==> src/rtl/kest_pkg.sv <==
// ----------------------------------------------------------------------------
// kest_pkg
// Shared constants for the key event slot tracker: request kinds, register
// indexes, key phase codes, fixed field widths and mask reset values.
// ----------------------------------------------------------------------------
package kest_pkg;

  localparam int KeyW  = 4;
  localparam int MaskW = 16;
  localparam int KEYS  = 16;

  localparam int CfgIdxW = 1;

  // register indexes on the configuration port
  localparam logic [CfgIdxW-1:0] CFG_KEY_MASK = 1'b0;
  localparam logic [CfgIdxW-1:0] CFG_INV_MASK = 1'b1;

  // request kinds
  localparam logic REQ_SAMPLE = 1'b0;
  localparam logic REQ_FETCH  = 1'b1;

  // key phases
  localparam logic [1:0] PH_OFF     = 2'd0;
  localparam logic [1:0] PH_DOWN    = 2'd1;
  localparam logic [1:0] PH_HOLDING = 2'd2;
  localparam logic [1:0] PH_UP      = 2'd3;

  localparam logic [MaskW-1:0] KEY_MASK_RST = 16'hFFFF;
  localparam logic [MaskW-1:0] INV_MASK_RST = 16'h0000;

endpackage

==> src/rtl/key_event_slot_tracker.sv <==
// ----------------------------------------------------------------------------
// key_event_slot_tracker
// Tracks pressed keys in a small slot table and reports phase changes.
// ----------------------------------------------------------------------------
// Usage:
//   The input channel (in_valid_i / in_stall_o) carries two kinds of request.
//   A sample request gives one key's raw level; it updates the slot that
//   holds the key (or claims a free one if the key is pressed) and yields
//   no result. A fetch request yields exactly one result on the output
//   channel (out_valid_o / out_stall_i): the next used, triggered slot at
//   or after the read pointer, or event_valid_o low when none is left.
//   The slot table is searched by one compare unit, one slot per cycle.
//   A sample scans every slot and then updates the chosen one; a sample
//   for a disabled key is dropped without a scan. A fetch scans from the
//   read pointer until its result is in the output register. in_stall_o is
//   high while a request is worked on.
//   The output register lets a new request enter while a result waits. A
//   fetch that finishes while the receiver still stalls the previous result
//   holds its scan position until the register frees.
//   Reset empties all slots, clears triggers and the read pointer, enables
//   all keys and sets all keys active high. Write the masks only when idle.
// ----------------------------------------------------------------------------
module key_event_slot_tracker #(
  parameter int SLOTS        = 4,
  parameter int HISTORY_BITS = 8
) (
  input  logic                                 clk_i,
  input  logic                                 rst_ni,
  // configuration
  input  logic                                 cfg_we_i,
  input  logic [kest_pkg::CfgIdxW-1:0]         cfg_idx_i,
  input  logic [kest_pkg::MaskW-1:0]           cfg_data_i,
  // requests
  input  logic                                 in_valid_i,
  output logic                                 in_stall_o,
  input  logic                                 req_type_i,
  input  logic [kest_pkg::KeyW-1:0]            key_id_i,
  input  logic                                 level_i,
  input  logic                                 scan_last_i,
  // results
  output logic                                 out_valid_o,
  input  logic                                 out_stall_i,
  output logic                                 event_valid_o,
  output logic [kest_pkg::KeyW-1:0]            event_key_o,
  output logic [1:0]                           event_state_o
);

  localparam int SlotW = (SLOTS > 1) ? $clog2(SLOTS) : 1;
  localparam int PtrW  = $clog2(SLOTS + 1);
  localparam logic [PtrW-1:0]  PtrEnd   = PtrW'(SLOTS);
  localparam logic [SlotW-1:0] SlotLast = SlotW'(SLOTS - 1);

  localparam logic [1:0] ST_IDLE   = 2'd0;
  localparam logic [1:0] ST_SCAN   = 2'd1;
  localparam logic [1:0] ST_UPDATE = 2'd2;
  localparam logic [1:0] ST_FETCH  = 2'd3;

  logic [1:0] state_q, state_d;

  logic [kest_pkg::MaskW-1:0] key_mask_q, key_mask_d;
  logic [kest_pkg::MaskW-1:0] inv_mask_q, inv_mask_d;

  logic                        used_q  [SLOTS];
  logic                        used_d  [SLOTS];
  logic [kest_pkg::KeyW-1:0]   skey_q  [SLOTS];
  logic [kest_pkg::KeyW-1:0]   skey_d  [SLOTS];
  logic [HISTORY_BITS-1:0]     hist_q  [SLOTS];
  logic [HISTORY_BITS-1:0]     hist_d  [SLOTS];
  logic [1:0]                  phase_q [SLOTS];
  logic [1:0]                  phase_d [SLOTS];
  logic                        trig_q  [SLOTS];
  logic                        trig_d  [SLOTS];

  logic [PtrW-1:0] rptr_q, rptr_d;
  logic [PtrW-1:0] idx_q, idx_d;

  logic [kest_pkg::KeyW-1:0] req_key_q, req_key_d;
  logic                      pressed_q, pressed_d;
  logic [SlotW-1:0]          found_q, found_d;
  logic                      found_ok_q, found_ok_d;
  logic [SlotW-1:0]          empty_q, empty_d;
  logic                      empty_ok_q, empty_ok_d;

  logic                      out_valid_q, out_valid_d;
  logic                      ev_valid_q, ev_valid_d;
  logic [kest_pkg::KeyW-1:0] ev_key_q, ev_key_d;
  logic [1:0]                ev_state_q, ev_state_d;

  logic                      accept;
  logic                      key_ok;
  logic                      out_free;
  logic [SlotW-1:0]          cur;
  logic [SlotW-1:0]          sel;
  logic                      do_upd;
  logic [HISTORY_BITS:0]     hcat;
  logic [HISTORY_BITS-1:0]   h_new;
  logic [1:0]                ph_new;

  assign in_stall_o = (state_q != ST_IDLE);
  assign accept     = in_valid_i && !in_stall_o;
  assign out_free   = !out_valid_q || !out_stall_i;
  assign cur        = idx_q[SlotW-1:0];

  assign key_ok = ({1'b0, key_id_i} < 5'(kest_pkg::KEYS)) && key_mask_q[key_id_i];

  // slot chosen at the update step: holder of the key first, else a free one
  assign sel    = found_ok_q ? found_q : empty_q;
  assign do_upd = found_ok_q || (pressed_q && empty_ok_q);
  assign hcat   = {hist_q[sel], pressed_q};
  assign h_new  = hcat[HISTORY_BITS-1:0];

  always_comb begin
    case (phase_q[sel])
      kest_pkg::PH_OFF:     ph_new = (|h_new) ? kest_pkg::PH_DOWN : kest_pkg::PH_OFF;
      kest_pkg::PH_DOWN:    ph_new = (|h_new) ? kest_pkg::PH_HOLDING : kest_pkg::PH_UP;
      kest_pkg::PH_HOLDING: ph_new = (|h_new) ? kest_pkg::PH_HOLDING : kest_pkg::PH_UP;
      default:              ph_new = kest_pkg::PH_OFF;
    endcase
  end

  always_comb begin
    state_d     = state_q;
    key_mask_d  = key_mask_q;
    inv_mask_d  = inv_mask_q;
    used_d      = used_q;
    skey_d      = skey_q;
    hist_d      = hist_q;
    phase_d     = phase_q;
    trig_d      = trig_q;
    rptr_d      = rptr_q;
    idx_d       = idx_q;
    req_key_d   = req_key_q;
    pressed_d   = pressed_q;
    found_d     = found_q;
    found_ok_d  = found_ok_q;
    empty_d     = empty_q;
    empty_ok_d  = empty_ok_q;
    out_valid_d = out_valid_q && out_stall_i;
    ev_valid_d  = ev_valid_q;
    ev_key_d    = ev_key_q;
    ev_state_d  = ev_state_q;

    if (cfg_we_i) begin
      case (cfg_idx_i)
        kest_pkg::CFG_KEY_MASK: key_mask_d = cfg_data_i;
        kest_pkg::CFG_INV_MASK: inv_mask_d = cfg_data_i;
        default: ;
      endcase
    end

    case (state_q)
      ST_IDLE: begin
        if (accept) begin
          idx_d = '0;
          if (req_type_i == kest_pkg::REQ_FETCH) begin
            idx_d   = rptr_q;
            state_d = ST_FETCH;
          end else begin
            req_key_d  = key_id_i;
            pressed_d  = level_i ^ inv_mask_q[key_id_i];
            found_ok_d = 1'b0;
            empty_ok_d = 1'b0;
            found_d    = '0;
            empty_d    = '0;
            if (scan_last_i) begin
              rptr_d = '0;
            end
            if (key_ok) begin
              state_d = ST_SCAN;
            end
          end
        end
      end

      ST_SCAN: begin
        if (used_q[cur] && (skey_q[cur] == req_key_q) && !found_ok_q) begin
          found_d    = cur;
          found_ok_d = 1'b1;
        end
        if (!used_q[cur] && !empty_ok_q) begin
          empty_d    = cur;
          empty_ok_d = 1'b1;
        end
        if (cur == SlotLast) begin
          state_d = ST_UPDATE;
        end else begin
          idx_d = idx_q + PtrW'(1);
        end
      end

      ST_UPDATE: begin
        if (do_upd) begin
          if (!found_ok_q) begin
            skey_d[sel] = req_key_q;
          end
          used_d[sel]  = (phase_q[sel] != kest_pkg::PH_UP);
          hist_d[sel]  = h_new;
          phase_d[sel] = ph_new;
          if (ph_new != phase_q[sel]) begin
            trig_d[sel] = 1'b1;
          end
        end
        state_d = ST_IDLE;
      end

      ST_FETCH: begin
        if (idx_q >= PtrEnd) begin
          // nothing left in this scan
          if (out_free) begin
            out_valid_d = 1'b1;
            ev_valid_d  = 1'b0;
            ev_key_d    = '0;
            ev_state_d  = kest_pkg::PH_OFF;
            rptr_d      = PtrEnd;
            state_d     = ST_IDLE;
          end
        end else if (used_q[cur] && trig_q[cur]) begin
          if (out_free) begin
            out_valid_d = 1'b1;
            ev_valid_d  = 1'b1;
            ev_key_d    = skey_q[cur];
            ev_state_d  = phase_q[cur];
            trig_d[cur] = 1'b0;
            rptr_d      = idx_q + PtrW'(1);
            state_d     = ST_IDLE;
          end
        end else begin
          idx_d = idx_q + PtrW'(1);
        end
      end

      default: state_d = ST_IDLE;
    endcase
  end

  always_ff @(posedge clk_i or negedge rst_ni) begin
    if (!rst_ni) begin
      state_q     <= ST_IDLE;
      key_mask_q  <= kest_pkg::KEY_MASK_RST;
      inv_mask_q  <= kest_pkg::INV_MASK_RST;
      rptr_q      <= '0;
      out_valid_q <= 1'b0;
      for (int s = 0; s < SLOTS; s++) begin
        used_q[s]  <= 1'b0;
        skey_q[s]  <= '0;
        hist_q[s]  <= '0;
        phase_q[s] <= kest_pkg::PH_OFF;
        trig_q[s]  <= 1'b0;
      end
    end else begin
      state_q     <= state_d;
      key_mask_q  <= key_mask_d;
      inv_mask_q  <= inv_mask_d;
      rptr_q      <= rptr_d;
      out_valid_q <= out_valid_d;
      used_q      <= used_d;
      skey_q      <= skey_d;
      hist_q      <= hist_d;
      phase_q     <= phase_d;
      trig_q      <= trig_d;
    end
  end

  always_ff @(posedge clk_i) begin
    idx_q      <= idx_d;
    req_key_q  <= req_key_d;
    pressed_q  <= pressed_d;
    found_q    <= found_d;
    found_ok_q <= found_ok_d;
    empty_q    <= empty_d;
    empty_ok_q <= empty_ok_d;
    ev_valid_q <= ev_valid_d;
    ev_key_q   <= ev_key_d;
    ev_state_q <= ev_state_d;
  end

  assign out_valid_o   = out_valid_q;
  assign event_valid_o = ev_valid_q;
  assign event_key_o   = ev_key_q;
  assign event_state_o = ev_state_q;

endmodule
==> config.mk <==
export PLATFORM = sky130hd
export DESIGN_NAME = key_event_slot_tracker
export DESIGN_NICKNAME = d
export VERILOG_FILES = /design/src/rtl/kest_pkg.sv /design/src/rtl/key_event_slot_tracker.sv
export SDC_FILE = /design/constraint.sdc
export NUM_CORES = 1
export LEC_CHECK = 0
export BUFFER_PORTS_ARGS = -buffer_cell sky130_fd_sc_hd__buf_2
export CAP_MARGIN = 20
export CORE_AREA = 2 2 130 132
export DETAILED_ROUTE_END_ITERATION = 10
export DIE_AREA = 0 0 132 134
export GPL_TIMING_DRIVEN = 1
export PLACE_DENSITY = 0.48
export SLEW_MARGIN = 20
export SYNTH_ARGS = -nofsm -noshare
export SYNTH_HDL_FRONTEND = slang
export SYNTH_SLANG_ARGS = --single-unit
==> constraint.sdc <==
create_clock -name clk_i -period 4.3 [get_ports clk_i]
set_clock_uncertainty 0.2 [all_clocks]
set_input_delay 0.215 -clock clk_i [delete_from_list [all_inputs] [get_ports clk_i]]
set_output_delay 0.215 -clock clk_i [all_outputs]
set_load 0.01 [all_outputs]
==> reports/results.txt <==
Status: complete, no violations
Layout cell share with drive strength beyond 1: 45.9%
Critical Path RT: 4.39 ns
Area after DPL: 0.00606 mm2
Reg-to-reg startpoint: found_ok_q$_DFFE_PP_
Tmin final: 3.60 ns
Worst Setup SP: found_ok_q$_DFFE_PP_
Synth top area cells: dfrtp_1 (36%), mux2_2 (16%), edfxtp_1 (11%), mux4_2 (9.2%), dfstp_2 (7.5%)
Fmax: 0.278 GHz
Crit Path Class: register to register
DRT met1 WL: 5370 um
Leakage power: 2.95 nW
Ys async rst share: 82.4%
Top post-synthesis cells by count: dfrtp_1 (82), mux2_2 (82), mux4_2 (23)
P per Cell Area: 631 mW/mm2
Die area: 0.0177 mm2
Final period util: 83.7%
Drt via density: 4.90
CORE AREA: 0.0163 mm2
Setup Fix Bufs, Post-CTS: 0
First-pass GRT wire length: 19400 um
Max-cap violations: 0
Yosys reg bits: 119
Largest net degree at the start of global routing: 64
Rel. slew slack: 44.1%
Multi-input logic area: 0.00237 mm2
CP Max Fanout: 9
Initial antenna violation count: 0
Gpl congestion: 0.758
Fillers: 1529
Synth top area share: 36.5%
WL final: 11700 um
Clock Root Buffer: clkbuf_16
Cell area after layout: 0.00690 mm2
DR pass1 iterations: 4
Crit path DAT: 3.69 ns
Worst slew pin tran: 0.839 ns
Cts repair resizes: 0
Top routing layer used: met4
Fin. max-slew vios: 0
Register area share after synthesis: 55.2%
Gr ovfl total: 0
Row count: 47
Ys Warns: 0
Synth-to-layout area growth: 22.6%
EDFF count, synth: 21
Clk_lat worst skew: 0.41 ns
Post-Syn Nets: 405
Avg Inst Size Synth: 15.2 um2
Initial drt markers: 132
Final Setup Violations: 0
Final Hold Fails: 0
Starting Density: 34.5%
HPWL Detailed: 8220 um
Final TNS setup: 0 ns
Ys flop type: dfrtp_1
Post-route ant nets: 0
Setup ws final: 0.700 ns
CP startpoint kind: register
DR WL met3: 463 um
Clk buf depth: 2
CTS HTree Levels: 4
Total Routing Usage GR: 14.4%
Input/output buffers: 37
Diodes inserted: 0
Count of different cell masters after synthesis: 47
Number of global-route vias before repair: 3560
Worst VDD drop: 0.363 mV
# clock sinks: 119
I/O pins: 38
Post-Syn Instances: 370
CTS Buf Count: 17
# DRC: 0
Clock slew at reported path FFs: 0.06 ns
TritonCTS clock tree: done
Setup crit end kind: register
HP Start: key_id_i[0]
Mapped Area: 0.00562 mm2
Die Y: 134 um
Wirelength per Cell: 17.3 um
Routed wire length on met2: 5760 um
RSZ-0062 raised after global routing: no
Post-Place Setup Slack: 0.684 ns
Leading area contributor after synthesis: dfrtp_1
Hold slack final: 0.0102 ns
Via count: 3324
Reg area: 0.00310 mm2
Die Width: 132 um
Worst hold-check path type: input pin to register
Final Net Count: 480
-- worst paths after layout --
kind	endpoint	slack [ns]	depth (start not counted)
worst max-delay path	trig_q[3]$_DFFE_PN0P_	0.70	7
worst min-delay path	req_key_q[0]$_DFFE_PP_	0.01	1
worst max register to register	trig_q[3]$_DFFE_PN0P_	0.70	7
worst min register to register	hist_q[25]$_DFFE_PN0P_	0.30	1
max in group asynchronous	key_mask_q[10]$_DFFE_PN1P_	2.64	3
min in group asynchronous	hist_q[3]$_DFFE_PN0P_	0.26	2
-- area by class of cell --
type	instances	area share, %
timing repair buffer	71	7.29
clock inverter	15	2.54
inverter	11	0.599
tap	220	3.99
sequential	119	45.0
clock buffer	17	6.17
multi-input combinational	225	34.4
-- cells in the final DEF (no fill, tap or decap), types with 3 or more instances in the layout --
| cell | count |
|---|---|
| bufinv_16 | 3 |
| mux4_1 | 4 |
| clkbuf_16 | 17 |
| mux2i_1 | 7 |
| nand3_1 | 3 |
| edfxtp_1 | 21 |
| ha_1 | 6 |
| o31a_1 | 4 |
| dlygate4sd3_1 | 24 |
| xnor2_1 | 4 |
| nand2b_1 | 4 |
| clkinv_2 | 4 |
| nor2_1 | 16 |
| clkinv_4 | 4 |
| dfrtp_1 | 82 |
| buf_2 | 36 |
| nor2b_1 | 5 |
| mux4_2 | 23 |
| and2_1 | 8 |
| nand2_1 | 12 |
| a221o_1 | 4 |
| buf_4 | 11 |
| a21oi_1 | 12 |
| a22o_1 | 3 |
| dfstp_2 | 16 |
| inv_1 | 11 |
| mux2_2 | 82 |
| o21ai_0 | 3 |
-- repair_timing --
action | in CTS | in global routing
hold endpoints to repair | 102 | 0
hold buffers | 24 | 0
setup endpoints to repair | 0 | 0
-- through the flow --
stage,power (mW),instances,util [%]
5_1_grt,4.60,678,42.3
2_1_floorplan,2.60,370,-
4_1_cts,4.41,678,42.3
3_5_place_dp,2.94,622,37.2
6_report,4.35,678,42.3
3_3_place_gp,2.91,622,37.2
-- critical path, cell delays in order (launching register included) --
cell      delay [ns]
edfxtp_1        0.44
mux2i_2         0.66
mux4_2          0.65
ha_1            0.42
nor4_1          0.36
o211a_1         0.29
nor2_1          0.10
a221o_1         0.34
-- routing by layer --
metal | track usage, % | vias to the layer above
met5 | 0 | -
met4 | 5.74 | 0
met1 | 18.1 | 1697
li1 | - | 1550
met2 | 23.6 | 65
met3 | 4.12 | 12
-- cells by family after synthesis --
logic type	Yosys count	share of synthesized area [%]
flip-flops	119	55.2
multiplexers	117	29.0
XOR/XNOR	6	0.934
AO/OA/AOI/OAI	35	4.67
AND/OR/NAND/NOR	61	6.21
adder cells (fa/ha/maj)	6	1.33
buffers and inverters	26	2.69
-- registers in the layout, indices dropped and copies added (netlist names), 3 cells and up --
signal       count
skey_q          16
hist_q          28
key_mask_q      16
phase_q          8
req_key_q        4
used_q           4
rptr_q           3
event_key_o      4
idx_q            3
trig_q           4
inv_mask_q      16
-- power breakdown --
| part | internal, mW | total (mW) | switching, mW |
|---|---|---|---|
| sequential | 1.49 | 1.72 | 0.229 |
| combinational | 0.611 | 1.20 | 0.585 |
| clock | 0.912 | 1.44 | 0.524 |
| total | 3.02 | 4.35 | 1.34 |
Note: power is estimated with default switching activity, not from simulation.
